### src/sv/lpg_pkg.sv
// Package for the line pixel generator.
// Holds the function codes, the colour width and the command struct used
// between the top level and the line walker. Depends on nothing.
package lpg_pkg;

    // Width of the red, green and blue colour word.
    localparam int COLOUR_W = 24;

    // Function code carried by each input beat.
    typedef enum logic {
        FUNC_LOAD = 1'b0,
        FUNC_STEP = 1'b1
    } t_func;

    // What the walker is told to do with the beat that is advancing.
    typedef struct packed {
        logic load;
        logic step;
    } t_walk_cmd;

endpackage

### src/sv/line_pixel_generator.sv
// Line pixel generator: midpoint line rasteriser for all octants.
//
// Input channel (i_valid / o_ready): each beat carries i_func and a full set
// of line fields. A load beat (i_func = 0) stores two endpoints, a depth and
// a colour and produces no pixel; a load while a line runs replaces it.
// A step beat (i_func = 1) produces one pixel; after the loop pixels the far
// endpoint comes out with o_last high and the block goes idle. A step beat
// while idle is consumed and produces nothing. The depth is that of the
// endpoint with the smaller x and is the same on every pixel.
// Output channel (o_valid / i_ready): one beat per pixel.
// A step beat accepted sits in the input register; its pixel is then written to the
// result register, which drives the output.
// Throughput: one beat per cycle while i_ready is high; the pixel update is one
// add and one sign compare on the decision value, done between the two registers.
// Reset (i_rst_n low, synchronous) empties both registers and leaves the
// block idle with no line loaded. When the receiver holds i_ready low, the
// result register keeps its pixel and one further beat waits in the input
// register; o_ready then drops until the result is taken.
// Depends on lpg_pkg, lpg_setup and lpg_walker.
module line_pixel_generator import lpg_pkg::*; #(
    parameter int COORD_BITS = 12,
    parameter int DEPTH_BITS = 32
) (
    input  logic                           i_clk,
    input  logic                           i_rst_n,
    input  logic                           i_valid,
    output logic                           o_ready,
    input  logic                           i_func,
    input  logic signed [COORD_BITS-1:0]   i_x_start,
    input  logic signed [COORD_BITS-1:0]   i_y_start,
    input  logic signed [DEPTH_BITS-1:0]   i_z_start,
    input  logic signed [COORD_BITS-1:0]   i_x_end,
    input  logic signed [COORD_BITS-1:0]   i_y_end,
    input  logic signed [DEPTH_BITS-1:0]   i_z_end,
    input  logic        [COLOUR_W-1:0]     i_colour,
    output logic                           o_valid,
    input  logic                           i_ready,
    output logic signed [COORD_BITS-1:0]   o_pixel_x,
    output logic signed [COORD_BITS-1:0]   o_pixel_y,
    output logic signed [DEPTH_BITS-1:0]   o_pixel_z,
    output logic        [COLOUR_W-1:0]     o_pixel_colour,
    output logic                           o_last
);

    logic                          r_in_valid;
    t_func                         r_in_func;
    logic signed [COORD_BITS-1:0]  r_in_x_start;
    logic signed [COORD_BITS-1:0]  r_in_y_start;
    logic signed [DEPTH_BITS-1:0]  r_in_z_start;
    logic signed [COORD_BITS-1:0]  r_in_x_end;
    logic signed [COORD_BITS-1:0]  r_in_y_end;
    logic signed [DEPTH_BITS-1:0]  r_in_z_end;
    logic        [COLOUR_W-1:0]    r_in_colour;

    logic                          r_out_valid;
    logic signed [COORD_BITS-1:0]  r_out_x;
    logic signed [COORD_BITS-1:0]  r_out_y;
    logic signed [DEPTH_BITS-1:0]  r_out_z;
    logic        [COLOUR_W-1:0]    r_out_colour;
    logic                          r_out_last;

    logic signed [COORD_BITS-1:0]  su_first_x;
    logic signed [COORD_BITS-1:0]  su_first_y;
    logic signed [COORD_BITS-1:0]  su_last_x;
    logic signed [COORD_BITS-1:0]  su_last_y;
    logic signed [DEPTH_BITS-1:0]  su_depth;
    logic signed [COORD_BITS+1:0]  su_twice_dy;
    logic signed [COORD_BITS+1:0]  su_cross_inc;
    logic signed [COORD_BITS+2:0]  su_diag_inc;
    logic signed [COORD_BITS+3:0]  su_decision;
    logic        [COORD_BITS-1:0]  su_steps;
    logic                          su_is_wide;
    logic                          su_step_neg;

    logic                          walk_active;
    logic                          pix_valid;
    logic signed [COORD_BITS-1:0]  pix_x;
    logic signed [COORD_BITS-1:0]  pix_y;
    logic signed [DEPTH_BITS-1:0]  pix_z;
    logic        [COLOUR_W-1:0]    pix_colour;
    logic                          pix_last;

    logic                          is_step;
    logic                          makes_pixel;
    logic                          advance;
    t_walk_cmd                     cmd;

    // The held beat moves on unless it makes a pixel and the result
    // register is still full and stalled.
    assign is_step     = r_in_func == FUNC_STEP;
    assign makes_pixel = is_step && walk_active;
    assign advance     = r_in_valid && (!makes_pixel || !r_out_valid || i_ready);
    assign o_ready     = !r_in_valid || advance;

    assign cmd.load = advance && !is_step;
    assign cmd.step = advance && is_step;

    // Input register.
    always_ff @(posedge i_clk) begin
        if (!i_rst_n) begin
            r_in_valid <= 1'b0;
        end else if (o_ready) begin
            r_in_valid <= i_valid;
        end
    end

    always_ff @(posedge i_clk) begin
        if (o_ready && i_valid) begin
            r_in_func    <= t_func'(i_func);
            r_in_x_start <= i_x_start;
            r_in_y_start <= i_y_start;
            r_in_z_start <= i_z_start;
            r_in_x_end   <= i_x_end;
            r_in_y_end   <= i_y_end;
            r_in_z_end   <= i_z_end;
            r_in_colour  <= i_colour;
        end
    end

    lpg_setup #(
        .COORD_BITS (COORD_BITS),
        .DEPTH_BITS (DEPTH_BITS)
    ) u_setup (
        .i_x_start   (r_in_x_start),
        .i_y_start   (r_in_y_start),
        .i_z_start   (r_in_z_start),
        .i_x_end     (r_in_x_end),
        .i_y_end     (r_in_y_end),
        .i_z_end     (r_in_z_end),
        .o_first_x   (su_first_x),
        .o_first_y   (su_first_y),
        .o_last_x    (su_last_x),
        .o_last_y    (su_last_y),
        .o_depth     (su_depth),
        .o_twice_dy  (su_twice_dy),
        .o_cross_inc (su_cross_inc),
        .o_diag_inc  (su_diag_inc),
        .o_decision  (su_decision),
        .o_steps     (su_steps),
        .o_is_wide   (su_is_wide),
        .o_step_neg  (su_step_neg)
    );

    lpg_walker #(
        .COORD_BITS (COORD_BITS),
        .DEPTH_BITS (DEPTH_BITS)
    ) u_walker (
        .i_clk        (i_clk),
        .i_rst_n      (i_rst_n),
        .i_cmd        (cmd),
        .i_first_x    (su_first_x),
        .i_first_y    (su_first_y),
        .i_last_x     (su_last_x),
        .i_last_y     (su_last_y),
        .i_depth      (su_depth),
        .i_colour     (r_in_colour),
        .i_twice_dy   (su_twice_dy),
        .i_cross_inc  (su_cross_inc),
        .i_diag_inc   (su_diag_inc),
        .i_decision   (su_decision),
        .i_steps      (su_steps),
        .i_is_wide    (su_is_wide),
        .i_step_neg   (su_step_neg),
        .o_active     (walk_active),
        .o_pix_valid  (pix_valid),
        .o_pix_x      (pix_x),
        .o_pix_y      (pix_y),
        .o_pix_z      (pix_z),
        .o_pix_colour (pix_colour),
        .o_pix_last   (pix_last)
    );

    // Result register.
    always_ff @(posedge i_clk) begin
        if (!i_rst_n) begin
            r_out_valid <= 1'b0;
        end else if (pix_valid) begin
            r_out_valid <= 1'b1;
        end else if (i_ready) begin
            r_out_valid <= 1'b0;
        end
    end

    always_ff @(posedge i_clk) begin
        if (pix_valid) begin
            r_out_x      <= pix_x;
            r_out_y      <= pix_y;
            r_out_z      <= pix_z;
            r_out_colour <= pix_colour;
            r_out_last   <= pix_last;
        end
    end

    assign o_valid        = r_out_valid;
    assign o_pixel_x      = r_out_x;
    assign o_pixel_y      = r_out_y;
    assign o_pixel_z      = r_out_z;
    assign o_pixel_colour = r_out_colour;
    assign o_last         = r_out_last;

endmodule

### src/sv/lpg_setup.sv
// Line set-up logic: orders the endpoints and works out the initial
// decision value, step count and increments of a new line.
// Depends on lpg_pkg.
module lpg_setup import lpg_pkg::*; #(
    parameter int COORD_BITS = 12,
    parameter int DEPTH_BITS = 32
) (
    input  logic signed [COORD_BITS-1:0]   i_x_start,
    input  logic signed [COORD_BITS-1:0]   i_y_start,
    input  logic signed [DEPTH_BITS-1:0]   i_z_start,
    input  logic signed [COORD_BITS-1:0]   i_x_end,
    input  logic signed [COORD_BITS-1:0]   i_y_end,
    input  logic signed [DEPTH_BITS-1:0]   i_z_end,
    output logic signed [COORD_BITS-1:0]   o_first_x,
    output logic signed [COORD_BITS-1:0]   o_first_y,
    output logic signed [COORD_BITS-1:0]   o_last_x,
    output logic signed [COORD_BITS-1:0]   o_last_y,
    output logic signed [DEPTH_BITS-1:0]   o_depth,
    output logic signed [COORD_BITS+1:0]   o_twice_dy,
    output logic signed [COORD_BITS+1:0]   o_cross_inc,
    output logic signed [COORD_BITS+2:0]   o_diag_inc,
    output logic signed [COORD_BITS+3:0]   o_decision,
    output logic        [COORD_BITS-1:0]   o_steps,
    output logic                           o_is_wide,
    output logic                           o_step_neg
);

    localparam int DX_W  = COORD_BITS + 1;
    localparam int TW_W  = COORD_BITS + 2;
    localparam int DG_W  = COORD_BITS + 3;
    localparam int DEC_W = COORD_BITS + 4;

    logic                      swap;
    logic signed [DX_W-1:0]    dx;
    logic signed [DX_W-1:0]    dy;
    logic signed [DX_W-1:0]    abs_dy;
    logic signed [TW_W-1:0]    neg_twice_dx;
    logic signed [DEC_W-1:0]   dx_term;

    // Walk always runs from the endpoint with the smaller x.
    assign swap      = i_x_start > i_x_end;
    assign o_first_x = swap ? i_x_end   : i_x_start;
    assign o_first_y = swap ? i_y_end   : i_y_start;
    assign o_last_x  = swap ? i_x_start : i_x_end;
    assign o_last_y  = swap ? i_y_start : i_y_end;
    assign o_depth   = swap ? i_z_end   : i_z_start;

    // Deltas; dx is never negative after the swap.
    assign dx     = DX_W'(o_last_x) - DX_W'(o_first_x);
    assign dy     = DX_W'(o_last_y) - DX_W'(o_first_y);
    assign abs_dy = dy[DX_W-1] ? -dy : dy;

    assign o_twice_dy   = $signed({dy, 1'b0});
    assign neg_twice_dx = -$signed({dx, 1'b0});
    assign o_step_neg   = !(dy > DX_W'(0));
    assign o_is_wide    = dx >= abs_dy;

    // Cross-axis increment is the step direction times minus twice dx.
    assign o_cross_inc = o_step_neg ? -neg_twice_dx : neg_twice_dx;
    assign o_diag_inc  = DG_W'(o_twice_dy) + DG_W'(o_cross_inc);

    // Initial decision value for each of the two major axes.
    assign dx_term = o_step_neg ? DEC_W'(dx) : -DEC_W'(dx);

    always_comb begin
        if (o_is_wide) begin
            o_decision = DEC_W'(o_twice_dy) + dx_term;
            o_steps    = dx[COORD_BITS-1:0];
        end else begin
            o_decision = DEC_W'(dy) + DEC_W'(o_cross_inc);
            o_steps    = abs_dy[COORD_BITS-1:0];
        end
    end

endmodule

### src/sv/lpg_walker.sv
// Line walker: holds the state of the running line and produces one pixel
// for each step command while a line runs, with a single add-and-compare update.
// Depends on lpg_pkg and on values computed by lpg_setup.
module lpg_walker import lpg_pkg::*; #(
    parameter int COORD_BITS = 12,
    parameter int DEPTH_BITS = 32
) (
    input  logic                           i_clk,
    input  logic                           i_rst_n,
    input  t_walk_cmd                      i_cmd,
    input  logic signed [COORD_BITS-1:0]   i_first_x,
    input  logic signed [COORD_BITS-1:0]   i_first_y,
    input  logic signed [COORD_BITS-1:0]   i_last_x,
    input  logic signed [COORD_BITS-1:0]   i_last_y,
    input  logic signed [DEPTH_BITS-1:0]   i_depth,
    input  logic        [COLOUR_W-1:0]     i_colour,
    input  logic signed [COORD_BITS+1:0]   i_twice_dy,
    input  logic signed [COORD_BITS+1:0]   i_cross_inc,
    input  logic signed [COORD_BITS+2:0]   i_diag_inc,
    input  logic signed [COORD_BITS+3:0]   i_decision,
    input  logic        [COORD_BITS-1:0]   i_steps,
    input  logic                           i_is_wide,
    input  logic                           i_step_neg,
    output logic                           o_active,
    output logic                           o_pix_valid,
    output logic signed [COORD_BITS-1:0]   o_pix_x,
    output logic signed [COORD_BITS-1:0]   o_pix_y,
    output logic signed [DEPTH_BITS-1:0]   o_pix_z,
    output logic        [COLOUR_W-1:0]     o_pix_colour,
    output logic                           o_pix_last
);

    localparam int DEC_W = COORD_BITS + 4;

    logic signed [COORD_BITS-1:0]  r_cur_x,     n_cur_x;
    logic signed [COORD_BITS-1:0]  r_cur_y,     n_cur_y;
    logic signed [COORD_BITS-1:0]  r_end_x,     n_end_x;
    logic signed [COORD_BITS-1:0]  r_end_y,     n_end_y;
    logic signed [DEPTH_BITS-1:0]  r_depth,     n_depth;
    logic        [COLOUR_W-1:0]    r_colour,    n_colour;
    logic signed [COORD_BITS+1:0]  r_twice_dy,  n_twice_dy;
    logic signed [COORD_BITS+1:0]  r_cross_inc, n_cross_inc;
    logic signed [COORD_BITS+2:0]  r_diag_inc,  n_diag_inc;
    logic signed [DEC_W-1:0]       r_decision,  n_decision;
    logic        [COORD_BITS-1:0]  r_steps,     n_steps;
    logic                          r_is_wide,   n_is_wide;
    logic                          r_step_neg,  n_step_neg;
    logic                          r_active,    n_active;

    logic                          at_end;
    logic                          dy_pos;
    logic                          dy_neg;
    logic                          dec_pos;
    logic                          dec_neg;
    logic                          diag;
    logic signed [DEC_W-1:0]       dec_inc;
    logic signed [COORD_BITS-1:0]  y_next;

    // Pixel shown for a step: the loop pixel, or the far endpoint at the end.
    assign at_end       = r_steps == '0;
    assign o_active     = r_active;
    assign o_pix_valid  = i_cmd.step && r_active;
    assign o_pix_x      = at_end ? r_end_x : r_cur_x;
    assign o_pix_y      = at_end ? r_end_y : r_cur_y;
    assign o_pix_z      = r_depth;
    assign o_pix_colour = r_colour;
    assign o_pix_last   = at_end;

    // Diagonal move decision from the signs of dy and the decision value.
    assign dy_pos  = !r_step_neg;
    assign dy_neg  = r_twice_dy[COORD_BITS+1];
    assign dec_pos = r_decision > DEC_W'(0);
    assign dec_neg = r_decision[DEC_W-1];
    assign diag    = r_is_wide ? ((dy_pos && dec_pos) || (dy_neg && dec_neg))
                               : ((dy_pos && dec_neg) || (dy_neg && dec_pos));

    // Increment of the decision value for the chosen move.
    always_comb begin
        if (diag) begin
            dec_inc = DEC_W'(r_diag_inc);
        end else if (r_is_wide) begin
            dec_inc = DEC_W'(r_twice_dy);
        end else begin
            dec_inc = DEC_W'(r_cross_inc);
        end
    end

    assign y_next = r_step_neg ? r_cur_y - COORD_BITS'(1) : r_cur_y + COORD_BITS'(1);

    // Next state: a load restarts the line, a step advances it by one pixel or ends it at the far endpoint.
    always_comb begin
        n_cur_x     = r_cur_x;
        n_cur_y     = r_cur_y;
        n_end_x     = r_end_x;
        n_end_y     = r_end_y;
        n_depth     = r_depth;
        n_colour    = r_colour;
        n_twice_dy  = r_twice_dy;
        n_cross_inc = r_cross_inc;
        n_diag_inc  = r_diag_inc;
        n_decision  = r_decision;
        n_steps     = r_steps;
        n_is_wide   = r_is_wide;
        n_step_neg  = r_step_neg;
        n_active    = r_active;
        if (i_cmd.load) begin
            n_cur_x     = i_first_x;
            n_cur_y     = i_first_y;
            n_end_x     = i_last_x;
            n_end_y     = i_last_y;
            n_depth     = i_depth;
            n_colour    = i_colour;
            n_twice_dy  = i_twice_dy;
            n_cross_inc = i_cross_inc;
            n_diag_inc  = i_diag_inc;
            n_decision  = i_decision;
            n_steps     = i_steps;
            n_is_wide   = i_is_wide;
            n_step_neg  = i_step_neg;
            n_active    = 1'b1;
        end else if (o_pix_valid) begin
            if (at_end) begin
                n_active = 1'b0;
            end else begin
                if (diag || r_is_wide) begin
                    n_cur_x = r_cur_x + COORD_BITS'(1);
                end
                if (diag || !r_is_wide) begin
                    n_cur_y = y_next;
                end
                n_decision = r_decision + dec_inc;
                n_steps    = r_steps - COORD_BITS'(1);
            end
        end
    end

    // Only the busy flag needs a reset value.
    always_ff @(posedge i_clk) begin
        if (!i_rst_n) begin
            r_active <= 1'b0;
        end else begin
            r_active <= n_active;
        end
    end

    always_ff @(posedge i_clk) begin
        r_cur_x     <= n_cur_x;
        r_cur_y     <= n_cur_y;
        r_end_x     <= n_end_x;
        r_end_y     <= n_end_y;
        r_depth     <= n_depth;
        r_colour    <= n_colour;
        r_twice_dy  <= n_twice_dy;
        r_cross_inc <= n_cross_inc;
        r_diag_inc  <= n_diag_inc;
        r_decision  <= n_decision;
        r_steps     <= n_steps;
        r_is_wide   <= n_is_wide;
        r_step_neg  <= n_step_neg;
    end

endmodule

### config.mk
export PLATFORM = sky130hd
export DESIGN_NAME = line_pixel_generator
export DESIGN_NICKNAME = d
export VERILOG_FILES = /design/src/sv/lpg_pkg.sv /design/src/sv/line_pixel_generator.sv /design/src/sv/lpg_setup.sv /design/src/sv/lpg_walker.sv
export SDC_FILE = /design/constraint.sdc
export NUM_CORES = 1
export LEC_CHECK = 0
export BUFFER_PORTS_ARGS = -buffer_cell sky130_fd_sc_hd__buf_2
export CAP_MARGIN = 20
export CORE_ASPECT_RATIO = 0.6
export CORE_UTILIZATION = 45
export DETAILED_ROUTE_END_ITERATION = 6
export GPL_TIMING_DRIVEN = 1
export SYNTH_ARGS = -nofsm -noshare
export SYNTH_HDL_FRONTEND = slang
export SYNTH_HIERARCHICAL = 1
export SYNTH_SLANG_ARGS = --single-unit
### constraint.sdc
create_clock -name i_clk -period 24.8 [get_ports i_clk]
set_input_delay 6.2 -clock i_clk [delete_from_list [all_inputs] [get_ports i_clk]]
set_output_delay 6.2 -clock i_clk [all_outputs]
set_load 0.1 [all_outputs]
==> impl_metrics.py <==
metrics = {
    "run_status": {
        "outcome": "finished clean",
    },
    "setup_path": {
        "critPathLaunchType": "input pin",
        "cp-startpoint": "i_ready",
        "cp.depth": 4,
        "cp-end-kind": "output pin",
        "r2r-end": "u_walker/r_decision[14]",
        "r2r_slack_ns": 14.05,
        "critical_path_class": "input pin to output pin",
        "crit_chain": "buf_2, and3b_1, nand3_1, buf_2",
        "path_buf_inv": 2,
        "crit_family": "buffers and inverters",
        "r2r_cells": 35,
        "critical_path.slowest_cell": "buf_2",
        "cp.required_ns": 18.60,
        "r2r-start": "r_in_x_start[6]",
        "cp_max_fo": 4,
        "cp-endpoint": "o_ready",
        "worst_path_most_repeated_cell": "buf_2",
        "cp.arrival_ns": 7.08,
        "max_stage_delay_ns": 0.44,
    },
    "route": {
        "firstDrtPassIters": 5,
        "drt_iter0_drc": 1423,
        "drt_wl_total_um": 52800,
        "via_per_inst": 5.42,
        "drc_errors": 0,
        "vias": 14700,
        "ant_nets": 0,
        "routedWlPerCell_um": 19.5,
    },
    "synthesis": {
        "synth-edff-count": 395,
        "synthArstFlopShare_pct": 0,
        "synth_top_area_share_pct": 56.6,
        "synth_common_cells": "395 x edfxtp_1, 337 x nand2_1, 109 x o21ai_0, 101 x nor2_1, 96 x ha_1",
        "yosys_register_bits": 398,
        "yosysWarnings": 6,
        "synth_cell_types": 96,
        "syn_inst": 1840,
        "syn-cell-area_um2": 21000,
        "synth.area.top_cells": "edfxtp_1 57%, nand2_1 6.0%, ha_1 5.7%",
        "yosysMostFrequentCell": "edfxtp_1",
        "avgSynthCellArea_um2": 11.4,
        "synth_ff_type": "edfxtp_1",
        "synth-seq-area-share_pct": 56.9,
        "yosysTopAreaCell": "edfxtp_1",
    },
    "sta": {
        "worst_pin_slew_ns": 1.07,
        "maxSlewViolCount": 0,
        "slew_headroom_pct": 28.3,
        "period_share_pct": 53.5,
        "hold_violations": 0,
        "post-route-min-period_ns": 13.28,
        "fin_hold_ws_ns": 0.402,
        "max_freq_ghz": 0.0753,
        "rsz0062_at_grt": "false",
        "setup_viol": 0,
        "setup_tns_ns": 0,
        "finalClockSkew_ns": 0.0261,
    },
    "clocking": {
        "numClockSinks": 398,
        "path_clk_slew_ns": 0.06,
        "clk_path_buf_depth": 3,
        "cts_tree": "yes",
        "clk-insertion-delay-late_ns": 0.57,
        "post-cts-setup-buffers": 0,
        "cts_buffers": 40,
        "holdBufCountCts": 0,
        "postCtsResizedCells": 0,
        "root_buffer": "clkbuf_16",
        "h-tree-depth": 2,
    },
    "power_and_ir_drop": {
        "power.share.switching_pct": 38.2,
        "p_per_area_nw_per_um2": 110,
        "power_mw": 2.65,
        "ir_worst_vdd_v": 0.0000568,
        "intPower_mw": 1.64,
        "p_comb_share_pct": 43.9,
        "p_clk_share_pct": 23.7,
        "p_leak_nw": 9.30,
        "power_frac_seq_pct": 32.5,
        "p_sw_mw": 1.01,
    },
    "die": {
        "core_area_um2": 45400,
        "start_util_pct": 46.2,
        "die_w_um": 281,
        "ios": 224,
        "die_area_um2": 47500,
        "rows": 60,
        "die_height_um": 169,
    },
    "layout": {
        "drive_above_1_share_pct": 17.1,
        "fillers": 3935,
        "synthToLayoutAreaGrowth_pct": 15.2,
        "fin_nets": 2304,
        "regArea_um2": 11900,
        "multi_input_area_um2": 8470,
    },
    "hold_path": {
        "min_path_type": "flop to flop",
    },
    "global_routing": {
        "track_usage_pct": 22.3,
        "grt_pass1_vias": 13857,
        "grt_pass1_wl_um": 81100,
        "grt_start_max_net_pins": 80,
        "overflow": 0,
        "antenna_found_initial": 4,
    },
    "job": {
        "max_cap_violations": 0,
    },
    "placed_design": {
        "dp_hpwl_um": 38800,
        "numPortBuffers": 223,
        "gp_congestion": 0.858,
    },
}
-- metal layers --
layer | global-route usage [%] | up-vias | routed length (um)
li1 | - | 7147 | -
met1 | 35.1 | 7087 | 26400
met2 | 32.7 | 401 | 22400
met3 | 3.08 | 65 | 3150
met4 | 4.40 | 0 | 814
met5 | 0 | - | 0
-- cell type report --
cell class	count	share of cell area, %
clock inverter	23	1.33
sequential	398	49.3
antenna	2	0.0207
multi-input combinational	1293	35.1
clock buffer	49	4.37
tap	620	3.21
inverter	83	1.29
timing repair buffer	246	5.39
-- power by group through the flow --
stage	clock [mW]	combinational, mW	sequential, mW
floorplan	0	0.824	0.877
global placement	0	1.11	0.873
detailed placement	0	1.13	0.875
CTS	0.642	1.14	0.861
global route	0.668	1.28	0.867
finish	0.627	1.16	0.861
-- placed cells by master, fill, tap and decap left out, types with 20 or more instances in the layout --
| cell type | netlist | layout |
|---|---|---|
| a21o_1 | 20 | 20 |
| a21oi_1 | 91 | 91 |
| buf_2 | 8 | 223 |
| buf_4 | 6 | 22 |
| clkbuf_16 | 0 | 40 |
| edfxtp_1 | 395 | 395 |
| ha_1 | 96 | 96 |
| inv_1 | 79 | 79 |
| mux2i_1 | 22 | 22 |
| nand2_1 | 337 | 337 |
| nand2b_1 | 27 | 27 |
| nand3_1 | 29 | 29 |
| nor2_1 | 101 | 100 |
| nor2b_1 | 25 | 24 |
| nor3_1 | 24 | 24 |
| o21ai_0 | 109 | 109 |
| xnor2_1 | 84 | 84 |
| xor2_1 | 46 | 46 |
-- stage by stage --
step / util (%) / worst slack [ns] / cells / area (um2)
after floorplan: - / 10.84 / 1842 / 21000
after global placement: 50.1 / 11.51 / 2639 / 22800
after detailed placement: 50.1 / 11.52 / 2639 / 22800
after CTS: 53.1 / 11.51 / 2711 / 24100
after global routing: 53.2 / 11.49 / 2714 / 24200
final: 53.2 / 11.53 / 2714 / 24200
-- cells by family (layout without fill, tap and decap cells) --
| kind of cell | Yosys count | in the layout | share of synthesized area (%) |
|---|---|---|---|
| flops | 398 | 398 | 56.9 |
| xor+xnor | 132 | 132 | 5.59 |
| compound gates | 395 | 395 | 12.6 |
| buf+inv | 151 | 401 | 3.00 |
| fa+ha+maj | 115 | 115 | 6.87 |
| other cells | 1 | 5 | 0.0179 |
| mux | 35 | 35 | 1.80 |
| simple gates | 613 | 613 | 13.3 |
-- state kept, by name (all words and copies together), names as in the netlist, 14 cells and up --
signal                 cells
u_walker/r_diag_inc       15
u_walker/o_pix_z          32
r_in_colour               24
u_walker/r_decision       16
u_walker/r_cross_inc      14
u_walker/r_twice_dy       14
o_pixel_z                 32
o_pixel_colour            24
r_in_z_end                32
u_walker/o_pix_colour     24
r_in_z_start              32
-- worst min-delay path by stage --
stage / start / endpoint / slack (ns) / cells past startpoint
4_1_cts: u_walker/o_pix_z[14] / o_pixel_z[14] / 0.41 / 0
2_1_floorplan: u_walker/o_pix_colour[0] / o_pixel_colour[0] / 0.40 / 0
6_report: u_walker/o_pix_z[14] / o_pixel_z[14] / 0.40 / 0
3_3_place_gp: u_walker/o_pix_colour[5] / o_pixel_colour[5] / 0.40 / 0
5_1_grt: u_walker/o_pix_z[14] / o_pixel_z[14] / 0.42 / 0
3_5_place_dp: u_walker/o_pix_colour[22] / o_pixel_colour[22] / 0.40 / 0
Note: power is estimated with default switching activity, not from simulation.
